==> src/rtl/core/efr_pkg.sv <==
// ----------------------------------------------------------------------------
// efr_pkg: shared types and constants for the escaped frame receiver
// Byte codes, result kinds, status codes and the CRC-16/ARC byte update.
// ----------------------------------------------------------------------------
package efr_pkg;

    // byte codes on the serial line
    localparam logic [7:0] ESC_CODE  = 8'hF1;
    localparam logic [7:0] TERM_CODE = 8'hF2;

    // reflected CRC-16/ARC polynomial
    localparam logic [15:0] CRC_POLY = 16'hA001;

    // smallest frame that is checked
    localparam int unsigned MIN_FRAME = 3;

    // result kind
    typedef enum logic [0:0] {
        KIND_DATA   = 1'b0,
        KIND_REPORT = 1'b1
    } t_kind;

    // end of frame status
    typedef enum logic [1:0] {
        STAT_OK      = 2'd0,
        STAT_CRC_ERR = 2'd1,
        STAT_RUNT    = 2'd2
    } t_status;

    // one byte through the reflected crc, lsb first
    function automatic logic [15:0] crc16_byte(input logic [15:0] crc,
                                               input logic [7:0]  data);
        logic [15:0] c;
        c = crc ^ {8'h00, data};
        for (int i = 0; i < 8; i++) begin
            if (c[0]) begin
                c = (c >> 1) ^ CRC_POLY;
            end else begin
                c = c >> 1;
            end
        end
        return c;
    endfunction

endpackage

==> src/rtl/core/efr_if.sv <==
// ----------------------------------------------------------------------------
// efr_if: valid/ready channels of the escaped frame receiver
// Raw byte channel in, data byte and frame report channel out.
// ----------------------------------------------------------------------------

// raw serial byte channel
interface efr_rx_if;
    logic       valid;
    logic       ready;
    logic [7:0] rx_byte;

    modport source (output valid, output rx_byte, input ready);
    modport sink   (input valid, input rx_byte, output ready);
endinterface

// result channel: data byte or end of frame report
interface efr_res_if;
    logic       valid;
    logic       ready;
    logic       out_kind;
    logic [7:0] data_byte;
    logic [6:0] byte_index;
    logic [7:0] frame_length;
    logic [1:0] frame_status;

    modport source (output valid, output out_kind, output data_byte,
                    output byte_index, output frame_length, output frame_status,
                    input ready);
    modport sink   (input valid, input out_kind, input data_byte,
                    input byte_index, input frame_length, input frame_status,
                    output ready);
endinterface

==> src/rtl/core/escaped_frame_receiver_crc16.sv <==
// ----------------------------------------------------------------------------
// escaped_frame_receiver_crc16: byte stuffed frame receiver with crc check
// Unescapes raw bytes, reports stored data bytes and an end of frame status.
// ----------------------------------------------------------------------------
// usage
//   i_rx carries one raw serial byte per request (valid/ready). ESC makes the
//   next byte literal, TERM closes the frame. o_res carries one result per
//   data byte that is stored (kind data, byte and its index in the frame)
//   and one per TERM (kind report, stored length and status).
//   A lone ESC and any byte past FRAME_BYTES give no result.
// output register and throughput
//   a result appears in the output register in the cycle after its byte
//   is taken; one byte is accepted every cycle unless a result waits on
//   a low o_res.ready. Escape flag, counter and crc update are combinational.
// stall
//   while a result waits and o_res.ready is low, i_rx.ready drops; when the
//   sink takes the waiting result, a new byte is taken in the same cycle.
// reset
//   synchronous active low reset clears the escape flag, the count, the crc
//   and the output valid; the block accepts bytes once reset is released.
// ----------------------------------------------------------------------------
module escaped_frame_receiver_crc16
    import efr_pkg::*;
#(
    parameter int unsigned FRAME_BYTES = 128
) (
    input  logic            i_clk,
    input  logic            i_rst_n,
    efr_rx_if.sink          i_rx,
    efr_res_if.source       o_res
);

    localparam int unsigned CNT_W = $clog2(FRAME_BYTES + 1);
    localparam int unsigned EXT_W = CNT_W + 8;

    // frame state
    logic             r_esc;
    logic [CNT_W-1:0] r_count;
    logic [15:0]      r_crc;
    logic             n_esc;
    logic [CNT_W-1:0] n_count;
    logic [15:0]      n_crc;

    // output register
    logic             r_out_valid;
    t_kind            r_kind;
    logic [7:0]       r_data;
    logic [6:0]       r_index;
    logic [7:0]       r_length;
    t_status          r_status;
    logic             n_out_valid;
    t_kind            n_kind;
    logic [7:0]       n_data;
    logic [6:0]       n_index;
    logic [7:0]       n_length;
    t_status          n_status;

    logic             w_accept;
    logic             w_full;
    logic [EXT_W-1:0] w_count_ext;
    logic             w_res_new;

    // handshake: take a byte whenever the output register is free or drains
    assign i_rx.ready  = !r_out_valid || o_res.ready;
    assign w_accept    = i_rx.valid && i_rx.ready;
    assign w_full      = (r_count >= CNT_W'(FRAME_BYTES));
    assign w_count_ext = EXT_W'(r_count);

    // decode the byte against the frame state
    always_comb begin
        n_esc     = r_esc;
        n_count   = r_count;
        n_crc     = r_crc;
        w_res_new = 1'b0;
        n_kind    = KIND_DATA;
        n_data    = i_rx.rx_byte;
        n_index   = w_count_ext[6:0];
        n_length  = 8'h00;
        n_status  = STAT_OK;
        if (w_accept) begin
            if (r_esc) begin
                n_esc = 1'b0;
                if (!w_full) begin
                    w_res_new = 1'b1;
                    n_count   = r_count + CNT_W'(1);
                    n_crc     = crc16_byte(r_crc, i_rx.rx_byte);
                end
            end else if (i_rx.rx_byte == ESC_CODE) begin
                n_esc = 1'b1;
            end else if (i_rx.rx_byte == TERM_CODE) begin
                w_res_new = 1'b1;
                n_kind    = KIND_REPORT;
                n_data    = 8'h00;
                n_index   = 7'h00;
                n_length  = w_count_ext[7:0];
                if (r_count < CNT_W'(MIN_FRAME)) begin
                    n_status = STAT_RUNT;
                end else if (r_crc == 16'h0000) begin
                    n_status = STAT_OK;
                end else begin
                    n_status = STAT_CRC_ERR;
                end
                n_count = '0;
                n_crc   = 16'h0000;
            end else if (!w_full) begin
                w_res_new = 1'b1;
                n_count   = r_count + CNT_W'(1);
                n_crc     = crc16_byte(r_crc, i_rx.rx_byte);
            end
        end
    end

    // output valid follows new results and drains on the sink side
    always_comb begin
        n_out_valid = r_out_valid;
        if (w_res_new) begin
            n_out_valid = 1'b1;
        end else if (o_res.ready) begin
            n_out_valid = 1'b0;
        end
    end

    // state and output valid registers
    always_ff @(posedge i_clk) begin
        if (!i_rst_n) begin
            r_esc       <= 1'b0;
            r_count     <= '0;
            r_crc       <= 16'h0000;
            r_out_valid <= 1'b0;
        end else begin
            r_esc       <= n_esc;
            r_count     <= n_count;
            r_crc       <= n_crc;
            r_out_valid <= n_out_valid;
        end
    end

    // result payload, loaded with each new result
    always_ff @(posedge i_clk) begin
        if (w_res_new) begin
            r_kind   <= n_kind;
            r_data   <= n_data;
            r_index  <= n_index;
            r_length <= n_length;
            r_status <= n_status;
        end
    end

    // result channel
    assign o_res.valid        = r_out_valid;
    assign o_res.out_kind     = r_kind;
    assign o_res.data_byte    = r_data;
    assign o_res.byte_index   = r_index;
    assign o_res.frame_length = r_length;
    assign o_res.frame_status = r_status;

    // checks

    // the stored count never passes the buffer capacity
    a_count_bound: assert property (@(posedge i_clk) disable iff (!i_rst_n)
        r_count <= CNT_W'(FRAME_BYTES))
        else $error("byte count beyond capacity");

    // an unescaped TERM restarts the frame state
    a_term_clears: assert property (@(posedge i_clk) disable iff (!i_rst_n)
        (w_accept && !r_esc && i_rx.rx_byte == TERM_CODE)
        |=> (r_count == '0 && r_crc == 16'h0000 && !r_esc))
        else $error("frame state not cleared after TERM");

    // an unescaped ESC arms the escape flag
    a_esc_arms: assert property (@(posedge i_clk) disable iff (!i_rst_n)
        (w_accept && !r_esc && i_rx.rx_byte == ESC_CODE) |=> r_esc)
        else $error("escape flag not set");

    // data results carry zero length and status fields
    a_data_fields: assert property (@(posedge i_clk) disable iff (!i_rst_n)
        (r_out_valid && r_kind == KIND_DATA)
        |-> (r_length == 8'h00 && r_status == STAT_OK))
        else $error("data result with report fields set");

endmodule
==> src/flat_wrapper.sv <==
// flat-port wrapper written by rule: the top's interface ports become plain ports
module escaped_frame_receiver_crc16_flat import efr_pkg::*;
#(
    parameter int unsigned FRAME_BYTES = 128
)
  (i_clk, i_rst_n, i_rx_valid, i_rx_rx_byte, i_rx_ready, o_res_valid, o_res_out_kind, o_res_data_byte, o_res_byte_index, o_res_frame_length, o_res_frame_status, o_res_ready);
  efr_rx_if i_rx_i ();
  efr_res_if o_res_i ();
  input  logic i_clk;
  input  logic i_rst_n;
  input wire logic [$bits(i_rx_i.valid)-1:0] i_rx_valid;
  input wire logic [$bits(i_rx_i.rx_byte)-1:0] i_rx_rx_byte;
  output wire logic [$bits(i_rx_i.ready)-1:0] i_rx_ready;
  output wire logic [$bits(o_res_i.valid)-1:0] o_res_valid;
  output wire logic [$bits(o_res_i.out_kind)-1:0] o_res_out_kind;
  output wire logic [$bits(o_res_i.data_byte)-1:0] o_res_data_byte;
  output wire logic [$bits(o_res_i.byte_index)-1:0] o_res_byte_index;
  output wire logic [$bits(o_res_i.frame_length)-1:0] o_res_frame_length;
  output wire logic [$bits(o_res_i.frame_status)-1:0] o_res_frame_status;
  input wire logic [$bits(o_res_i.ready)-1:0] o_res_ready;
  assign i_rx_i.valid = i_rx_valid;
  assign i_rx_i.rx_byte = i_rx_rx_byte;
  assign i_rx_ready = i_rx_i.ready;
  assign o_res_valid = o_res_i.valid;
  assign o_res_out_kind = o_res_i.out_kind;
  assign o_res_data_byte = o_res_i.data_byte;
  assign o_res_byte_index = o_res_i.byte_index;
  assign o_res_frame_length = o_res_i.frame_length;
  assign o_res_frame_status = o_res_i.frame_status;
  assign o_res_i.ready = o_res_ready;
  escaped_frame_receiver_crc16 #(.FRAME_BYTES(FRAME_BYTES)) u_core (.i_clk(i_clk), .i_rst_n(i_rst_n), .i_rx(i_rx_i), .o_res(o_res_i));
endmodule
==> config.mk <==
export PLATFORM = sky130hd
export DESIGN_NAME = escaped_frame_receiver_crc16_flat
export DESIGN_NICKNAME = d
export VERILOG_FILES = /design/src/rtl/core/efr_pkg.sv /design/src/rtl/core/efr_if.sv /design/src/rtl/core/escaped_frame_receiver_crc16.sv /design/src/flat_wrapper.sv
export SDC_FILE = /design/constraint.sdc
export NUM_CORES = 1
export LEC_CHECK = 0
export ABC_AREA = 1
export BUFFER_PORTS_ARGS = -buffer_cell sky130_fd_sc_hd__buf_2
export CORE_ASPECT_RATIO = 1.25
export CORE_UTILIZATION = 50
export DETAILED_ROUTE_END_ITERATION = 16
export PLACE_DENSITY = 0.72
export SYNTH_ARGS = -nofsm -noshare
export SYNTH_HDL_FRONTEND = slang
export SYNTH_SLANG_ARGS = --single-unit
==> constraint.sdc <==
create_clock -name i_clk -period 1.8 [get_ports i_clk]
set_clock_uncertainty 0.15 [all_clocks]
set_input_delay 0 -clock i_clk [delete_from_list [all_inputs] [get_ports i_clk]]
set_output_delay 0 -clock i_clk [all_outputs]
set_load 0.03 [all_outputs]
==> results by group <==
Run status
  • Status: finished, final reports clean

Logic synthesis
  • Post-Syn Nets: 309
  • Primary FF master, synth: edfxtp_1
  • Sequential-to-total area share from yosys stat: 0.516
  • Syn Inst Count: 295
  • Syn. warnings: 0
  • Post-synth EDFFs: 26
  • Async S/R FF share, synth: 0
  • Cell area after synthesis: 0.00252 mm^2
  • Avg Cell Area, Syn: 8.54 um^2
  • Library cells used by synthesis: 32
  • #FFs+latches synth: 52

Floorplan
  • CORE AREA: 0.00480 mm^2
  • Initial Util: 0.525
  • Die ar.: 0.00533 mm^2
  • Ports: 40
  • Die width: 65.5 um
  • Die Height: 81.4 um
  • Row count: 28

Global routing
  • Largest net degree at the start of global routing: 28
  • Initial antenna violation count: 0
  • First-pass GRT wire length: 8310 um
  • All-Layer GR Usage: 0.202
  • Grt total ovfl: 0
  • Vias in the first global route: 1,957

Setup path
  • CP max stage delay: 360 ps
  • CP startpoint kind: flip-flop
  • Worst Path Max Fanout: 4
  • CP Cell Sequence: inv_1 -> nand2_1 -> nand2_2 -> nand2_1 -> nand2_2 -> inv_2 -> nand2_4 -> nand2_1 -> nand2_2 -> nand2_2 -> nand2_2 -> nand3_2 -> nand3_2 -> a21oi_2
  • Crit. End Element: flip-flop
  • Worst EP required: 1890 ps
  • WP data arrival: 1800 ps
  • Critical path's most frequent cell: nand2_2
  • Crit Path Class: reg -> reg
  • Slowest-stage cell, CP: dfxtp_2

Clocking
  • CTS max path bufs: 2
  • Clk_lat worst skew: 300 ps
  • H-tree depth: 2
  • CTS tree: yes
  • Clk root buf: clkbuf_8
  • Total CTS buffers: 5
  • Sinks on Clock Net: 52
  • Clock slew at reported path FFs: 90 ps

STA
  • Relative slew slack: 0.641
  • Max-slew violations: 0
  • Sum of negative setup slack: 0 ps
  • Min Tclk post-route: 1710 ps
  • Pin slew with the least headroom to its limit: 534 ps
  • Final hold vios: 0
  • Crit share post-route: 0.952
  • Fmax: 583 MHz
  • Setup-failing EPs final: 0
  • RSZ-0062 raised after global routing: true

Pwr
  • Lkg Pwr: 1.40 nW
  • PD cells: 810 mW/mm^2
  • Peak supply drop: 606 uV

Routing
  • Routed Antenna Nets: 0
  • Vias/cell: 5.00
  • DR pass1 iterations: 4
  • Total Wirelength: 5440 um
  • DRT iter0 DRCs: 136
  • DRC viols: 0
  • DR WL/cell: 13.0 um
  • Via count: 2,095

Final layout
  • Layout cells sized above 1: 0.362
  • Antenna diodes: 0
  • Area Overhead vs Synth: 27.6%
  • Layout Cells excl Fill: 419
  • Final net count: 372

Placement
  • # placed instances: 394
  • Post-DP HPWL: 3570 um
  • GPL Wtd Cong: 0.856
  • Number of port buffers: 39

Run
  • Max-Cap Viols: 0

Hold path
  • Worst hold-check path type: in -> reg
[critical path, delay by kind of cell (launching register included)]
| family | cells | cell delay [ps] |
|---|---|---|
| compound gates | 1 | 130 |
| simple gates | 11 | 840 |
| flops | 1 | 360 |
| buf+inv | 2 | 160 |
[final timing paths]
check / startpoint / to / slack, ps / cells past startpoint
min reg2reg: u_core.r_crc[12]$_SDFFE_PN0P_ / u_core.r_crc[4]$_SDFFE_PN0P_ / 330 / 2
min: i_rx_rx_byte[6] / u_core.r_crc[13]$_SDFFE_PN0P_ / 100 / 6
max reg2reg: u_core.r_crc[0]$_SDFFE_PN0P_ / u_core.r_crc[0]$_SDFFE_PN0P_ / 90 / 14
max: u_core.r_crc[0]$_SDFFE_PN0P_ / u_core.r_crc[0]$_SDFFE_PN0P_ / 90 / 14
[Yosys cell counts (2+ instances only)]
library cell	n	area [um^2]
edfxtp_1	26	781
nor2_1	37	139
inv_1	35	131
nand2_2	11	68.8
nor3b_1	2	15.0
nand4_1	3	18.8
or2_2	2	12.5
a21oi_2	11	96.3
xnor2_1	2	17.5
nor3_1	4	20.0
a21oi_1	8	40.0
nand3_1	14	70.1
buf_6	2	22.5
inv_2	4	15.0
nand3_2	2	20.0
dfxtp_1	26	521
o21ai_0	6	30.0
nand2_1	77	289
nor4_1	3	18.8
nor2_8	2	40.0
clkbuf_1	4	15.0
a211oi_1	2	15.0
ha_1	2	25.0
nor2_4	2	22.5
[state kept, by name, summed over array words and instances, names as in the netlist]
name and cells:
u_core.r_crc 16, u_core.o_res.out_kind 1, u_core.o_res.frame_status 2, u_core.r_count 8, u_core.o_res.byte_index 7, u_core.o_res.data_byte 8
u_core.o_res.valid 1, u_core.o_res.frame_length 8, u_core.r_esc 1
[cells in the final DEF (no fill, tap or decap), drive strengths merged, types with 2 or more instances in the layout]
| master | netlist | layout |
|---|---|---|
| nand2 | 88 | 88 |
| buf | 4 | 51 |
| nor2 | 41 | 41 |
| inv | 39 | 38 |
| edfxtp | 26 | 26 |
| dfxtp | 26 | 26 |
| a21oi | 19 | 19 |
| nand3 | 16 | 16 |
| dlygate4sd3 | 0 | 10 |
| clkbuf | 4 | 8 |
| o21ai | 6 | 6 |
| nor3 | 5 | 5 |
| nand4 | 3 | 3 |
| nor4 | 3 | 3 |
| clkinvlp | 0 | 2 |
| xnor2 | 2 | 2 |
| or2 | 2 | 2 |
| nor3b | 2 | 2 |
| a211oi | 2 | 2 |
| ha | 2 | 2 |
| clkinv | 1 | 2 |
[timing repair]
action / 4_1_cts / 5_1_grt
setup buffers: 0 / 4
hold buffers: 11 / 0
hold endpoints to repair: 11 / 0
resized for setup: 0 / 36
endpoints found under the setup margin: 0 / 14
[metal layers]
| metal | vias to the layer above | global-route usage | part of all wire |
|---|---|---|---|
| li1 | 1068 | - | - |
| met1 | 979 | 0.221 | 0.40 |
| met2 | 43 | 0.389 | 0.56 |
| met3 | 5 | 0.0267 | 0.024 |
| met4 | 0 | 0.0783 | 0.011 |
| met5 | - | 0 | 0 |
[area by class of cell]
cell class	count	area, um^2
Timing Repair Buffer	64	475
Multi-Input combinational cell	195	1100
Clock buffer	6	72.6
Clock inverter	2	16.3
Tap cell	60	75.1
Sequential cell	52	1320
Fill cell	373	1590
Inverter	40	154
[stage by stage]
| step | hold WS, ps | worst slack [ps] | total power [W] | area, um^2 | util |
|---|---|---|---|---|---|
| after floorplan | -43.1 | -254 | 0.00174 | 2540 | - |
| after global placement | 59.4 | 97.4 | 0.00185 | 2820 | 0.588 |
| after detailed placement | 64.3 | 88.6 | 0.00187 | 2820 | 0.588 |
| after CTS | 82.0 | 70.2 | 0.00254 | 3020 | 0.629 |
| after global routing | 133 | -72.3 | 0.00271 | 3210 | 0.670 |
| final | 102 | 86.0 | 0.00260 | 3210 | 0.670 |
[cells by family after synthesis]
logic type | after synthesis | synth area share
simple gates | 161 | 0.298
flops | 52 | 0.516
buf+inv | 48 | 0.0844
compound gates | 29 | 0.0804
xor+xnor | 3 | 0.0104
fa+ha+maj | 2 | 0.00993
[power by group]
group | internal, W | switching (W)
Sequential | 0.00132 | 0.0000421
Combinational | 0.000219 | 0.000366
Clock | 0.000277 | 0.000382
Total | 0.00181 | 0.000790
(Power assumes the default switching activity.)
